===== src/hw/rtl/htlp_pkg.sv =====
// Shared types and constants for the linear-probing hash table.
// Used by htlp_hash and hash_table_linear_probe; no dependencies.
`default_nettype none
package htlp_pkg;
  localparam int TABLE_SIZE = 64;
  localparam int SLOT_W     = $clog2(TABLE_SIZE);
  localparam int COUNT_W    = SLOT_W + 1;
  localparam int KEY_BYTES  = 32;
  localparam int KEY_BITS   = KEY_BYTES * 8;
  localparam int LEN_W      = 6;
  localparam int VALUE_W    = 32;

  localparam logic [1:0] CMD_PUT    = 2'd0;
  localparam logic [1:0] CMD_GET    = 2'd1;
  localparam logic [1:0] CMD_REMOVE = 2'd2;

  localparam logic [25:0] FOLD_MUL  = 26'd39;
  localparam logic [25:0] FOLD_MOD  = 26'd1000000;
  // floor(2^36 / 1000000); the quotient estimate is low by at most one.
  localparam logic [42:0] FOLD_RECIP = 43'd68719;
  localparam int          RECIP_SHIFT = 36;
  // Reciprocal golden ratio in Q0.48, split into two 24-bit halves.
  localparam logic [43:0] GOLD_HI = 44'h9E3779;
  localparam logic [43:0] GOLD_LO = 44'hB97F4A;

  typedef struct packed {
    logic [1:0]         command;
    logic [63:0]        key_word0;
    logic [63:0]        key_word1;
    logic [63:0]        key_word2;
    logic [63:0]        key_word3;
    logic [LEN_W-1:0]   key_length;
    logic [VALUE_W-1:0] entry_value;
  } cmd_t;

  typedef struct packed {
    logic               success;
    logic [5:0]         slot_index;
    logic [VALUE_W-1:0] found_value;
  } res_t;

  typedef struct packed {
    logic [LEN_W-1:0]    len;
    logic [SLOT_W-1:0]   home;
    logic [KEY_BITS-1:0] key;
  } hash_res_t;

  typedef struct packed {
    logic [LEN_W-1:0]    len;
    logic [KEY_BITS-1:0] key;
    logic [VALUE_W-1:0]  value;
  } row_t;
endpackage
`default_nettype wire


===== src/hw/rtl/htlp_hash.sv =====
// Key normalization and home slot computation, one key byte per fold pass.
// Depends on htlp_pkg.
`default_nettype none
module htlp_hash (
  input  logic                          clk,
  input  logic                          rst,
  input  logic                          start,
  input  logic [htlp_pkg::KEY_BITS-1:0] key,
  input  logic [htlp_pkg::LEN_W-1:0]    key_length,
  output logic                          done,
  output htlp_pkg::hash_res_t           res
);
  import htlp_pkg::*;

  typedef enum logic [6:0] {
    H_IDLE = 7'b0000001,
    H_SCAN = 7'b0000010,
    H_QUO  = 7'b0000100,
    H_RED  = 7'b0001000,
    H_MULA = 7'b0010000,
    H_MULB = 7'b0100000,
    H_DONE = 7'b1000000
  } hstate_t;

  hstate_t             state;
  logic [KEY_BITS-1:0] kbuf;
  logic [LEN_W-1:0]    n;
  logic [LEN_W-1:0]    idx;
  logic [19:0]         h;
  logic [25:0]         t;
  logic [5:0]          q;
  logic [43:0]         plo;
  logic [23:0]         phi;

  logic [7:0]          cur_byte;
  logic [42:0]         qprod;
  logic [25:0]         r;
  logic [43:0]         hprod;
  logic [47:0]         frac;
  logic [KEY_BITS-1:0] mask;

  assign cur_byte = kbuf[idx[4:0]*8 +: 8];
  assign qprod    = 43'(t) * FOLD_RECIP;
  assign r        = t - 26'(q) * FOLD_MOD;
  assign hprod    = 44'(h) * GOLD_HI;
  assign frac     = {phi, 24'b0} + {4'b0, plo};

  always_comb begin
    for (int b = 0; b < KEY_BYTES; b++) begin
      mask[b*8 +: 8] = (LEN_W'(b) < idx) ? 8'hFF : 8'h00;
    end
  end

  assign done     = (state == H_DONE);
  assign res.len  = idx;
  assign res.home = frac[47 -: SLOT_W];
  assign res.key  = kbuf & mask;

  always_ff @(posedge clk) begin
    if (rst) begin
      state <= H_IDLE;
    end else begin
      unique case (state)
        H_IDLE: begin
          if (start) begin
            kbuf  <= key;
            n     <= (key_length > LEN_W'(KEY_BYTES)) ? LEN_W'(KEY_BYTES) : key_length;
            idx   <= '0;
            h     <= '0;
            state <= H_SCAN;
          end
        end
        H_SCAN: begin
          // The effective length ends at the first zero byte.
          if (idx < n && cur_byte != 8'd0) begin
            t     <= 26'(h) * FOLD_MUL + 26'(cur_byte);
            state <= H_QUO;
          end else begin
            state <= H_MULA;
          end
        end
        H_QUO: begin
          q     <= qprod[RECIP_SHIFT +: 6];
          state <= H_RED;
        end
        H_RED: begin
          h     <= (r >= FOLD_MOD) ? 20'(r - FOLD_MOD) : r[19:0];
          idx   <= idx + LEN_W'(1);
          state <= H_SCAN;
        end
        H_MULA: begin
          plo   <= 44'(h) * GOLD_LO;
          state <= H_MULB;
        end
        H_MULB: begin
          phi   <= hprod[23:0];
          state <= H_DONE;
        end
        H_DONE: begin
          state <= H_IDLE;
        end
        default: state <= H_IDLE;
      endcase
    end
  end

`ifndef SYNTHESIS
  a_len_bound: assert property (@(posedge clk) disable iff (rst)
    (state != H_IDLE) |-> (idx <= n && n <= LEN_W'(KEY_BYTES)))
    else $error("hash byte index past key length");
  a_h_range: assert property (@(posedge clk) disable iff (rst)
    (state == H_SCAN) |-> (h < 20'(FOLD_MOD)))
    else $error("fold value not reduced");
  a_done_pulse: assert property (@(posedge clk) disable iff (rst)
    done |=> !done)
    else $error("hash done held");
`endif
endmodule
`default_nettype wire


===== config.mk =====
export PLATFORM = sky130hd
export DESIGN_NAME = htlp_hash
export DESIGN_NICKNAME = d
export VERILOG_FILES = /design/src/hw/rtl/htlp_pkg.sv /design/src/hw/rtl/htlp_hash.sv
export SDC_FILE = /design/constraint.sdc
export NUM_CORES = 2
export LEC_CHECK = 0
export ABC_AREA = 1
export BUFFER_PORTS_ARGS = -buffer_cell sky130_fd_sc_hd__buf_2
export CORE_ASPECT_RATIO = 0.8
export CORE_UTILIZATION = 41
export CTS_CLUSTER_SIZE = 40
export DETAILED_ROUTE_END_ITERATION = 12
export HOLD_SLACK_MARGIN = 0.12
export PLACE_DENSITY = 0.7
export SLEW_MARGIN = 20
export SYNTH_ARGS = -nofsm -noshare
export SYNTH_HDL_FRONTEND = slang
export SYNTH_SLANG_ARGS = --single-unit

===== constraint.sdc =====
create_clock -name clk -period 42.3 [get_ports clk]
set_input_delay 4.23 -clock clk [delete_from_list [all_inputs] [get_ports clk]]
set_output_delay 4.23 -clock clk [all_outputs]
set_load 0.01 [all_outputs]

==> impl_metrics.json <==
{
  "root_buffer": "clkbuf_16",
  "synth.top_cells.by_area": "edfxtp_1 26%, fa_1 23%, ha_1 17%",
  "synth-simple-area-share": 0.117,
  "hold_class": "reg -> reg",
  "tightest_slew_ps": 1110,
  "cts_setup_buffers": 0,
  "synthTopCellsByCount": "1304 x inv_1, 583 x ha_1, 537 x nand2_1",
  "post_cts_resized": 0,
  "dp_slack_ps": 34940,
  "floorplan.rows": 105,
  "synth-seq-area-share": 0.259,
  "rsz0062_at_grt": "false",
  "grt.busiest_layer": "met2",
  "cts_tree": "done",
  "hold_viol_final": 0,
  "cts_hold_buffers": 0,
  "required_ps": 38070,
  "grt_pass1_vias": 34800,
  "ant_nets": 0,
  "clkTransAtPathRegs_ps": 70,
  "slew_violations": 0,
  "synth_edf_count": 364,
  "wl_per_cell_um": 21.1,
  "cts_buffer_depth": 3,
  "dieHeight_um": 291,
  "die_x_um": 363,
  "synthCells": 4748,
  "grtUsageMet2": 0.412,
  "maxCapViolations": 0,
  "worstPathArrival_ps": 3860,
  "use_met1": 0.367,
  "drt-total-wl_um": 142000,
  "critPathCaptureType": "output port",
  "synth_xor_area_frac": 0.0237,
  "remaining_drc_errors": 0,
  "gp_congestion": 1.02,
  "clkLatencyLatePin_ps": 630,
  "place_hpwl_um": 120000,
  "worst_slack_ps": 34210,
  "yosysWarnings": 0,
  "fin_tns_setup_ps": 0,
  "worstSetupStartpointType": "register",
  "grt_usage": 0.269,
  "relSlewSlack": 0.261,
  "die-area_um2": 106000,
  "synth.most_common_cell": "inv_1",
  "cts_buffers": 44,
  "async_flop_share": 0,
  "status": "completed",
  "htreeDepth": 2,
  "synth_fp_nets": 6081,
  "final-setup-viol-count": 0,
  "met3_usage": 0.0620,
  "fill_cells": 9936,
  "synth_compound_area_frac": 0.0810,
  "synth_cell_types": 55,
  "antenna_found_initial": 12,
  "ys_ff_latch": 371,
  "synth_fa_ha_area_frac": 0.398,
  "final_cell_area_um2": 48800,
  "postSynthAreaPerCell_um2": 9.01,
  "max_freq_mhz": 124,
  "cts_sinks": 371,
  "port_buffers": 533,
  "layout-drive-gt1-share": 0.128,
  "grt_max_degree": 175,
  "grt_pass1_wl_um": 213000,
  "worstSetupPathType": "reg -> out",
  "vias": 35000,
  "synth_mux_area_frac": 0,
  "firstDrtPassIters": 6,
  "io_pins": 534,
  "synth_top_area_frac": 0.256,
  "core_area_um2": 103000,
  "nets": 6635,
  "synth_top_family_by_area": "adder cells",
  "post-route-period-util": 0.191,
  "yosysTopAreaCell": "edfxtp_1",
  "drtIter0Drc": 3054,
  "overflow": 0,
  "worst-path-max-fanout": 59,
  "synth_area_um2": 42800,
  "ys.flop_type": "edfxtp_1",
  "via_per_inst": 5.19,
  "period_needed_ps": 8090,
  "fin_skew_ps": 58.9,
  "syn_to_final_growth_pct": 14.0,
  "start_util": 0.415,
  "placedInstanceArea_um2": 47200
}
==> stage by stage <==
stage / hold slack (ps) / util / cells
2_1_floorplan: 496 / - / 4748
6_report: 552 / 0.473 / 6734
3_5_place_dp: 539 / 0.458 / 6647
5_1_grt: 591 / 0.473 / 6728
3_3_place_gp: 537 / 0.458 / 6647
4_1_cts: 552 / 0.473 / 6727
==> worst max-delay path, cell delays in order (launching register included) <==
cell and delay [ps]:
edfxtp_1 350, buf_4 280, buf_4 340, inv_2 90, buf_4 580, ha_1 330
inv_1 230, o21ai_1 760, nor2_1 80, buf_2 170
==> routing by layer <==
layer / vias up / routed length, um / part of all wire
li1: 16100 / - / -
met1: 16900 / 59200 / 0.42
met2: 1651 / 62300 / 0.44
met3: 284 / 13500 / 0.095
met4: 10 / 6830 / 0.048
met5: - / 64 / 0.00045
==> kinds of logic after synthesis <==
family | after synthesis
adders and majority gates | 1068
and+or+nand+nor | 1188
xor gates and xnor gates | 115
AOI/OAI and AO/OA | 633
buffers and inverters | 1373
DFF | 371
==> registers in the layout, indices dropped and copies added, names as in the netlist <==
register	count
n	6
q	6
plo	20
kbuf	256
phi	24
state	7
idx	6
t	26
h	20
==> final timing paths <==
check,start,end,slack [ps],cells past startpoint
max,idx[1],res[64],34210,9
min,state[4],state[5],550,2
max reg2reg,h[9],plo[38],34970,22
min reg2reg,state[4],state[5],550,2
==> cells in the final DEF, fill, tap and decap left out, types with 8 or more instances in the layout <==
cell type,n
nand3b_1,9
a21o_1,18
nand3_1,92
buf_2,533
o21a_1,12
buf_4,38
o211ai_1,15
fa_1,485
o22ai_1,12
clkbuf_1,8
nand4_1,72
o21ai_1,10
xnor2_1,42
nand2_2,13
o21bai_1,13
xor2_1,72
edfxtp_1,364
nor4_1,12
clkbuf_16,44
ha_1,583
a21oi_1,296
nor3_1,32
o21ai_0,208
nor2_1,394
nand2_1,537
inv_1,1302
a31oi_1,18
clkinv_1,11
==> layout make-up <==
type | count | area, um^2 | area share
diodes | 7 | 17.5 | 0.000359
clock buffers | 52 | 1130 | 0.0232
clock inverters | 28 | 392 | 0.00803
inverters | 1309 | 4920 | 0.101
multi-input cells | 3004 | 26500 | 0.544
flip-flops and latches | 371 | 11100 | 0.227
well taps | 1391 | 1740 | 0.0357
repair buffers | 572 | 2970 | 0.0610
Power is left out: the tool's default activity adds up to more than one toggle a clock period on the data nets, which glitch-free logic cannot reach.
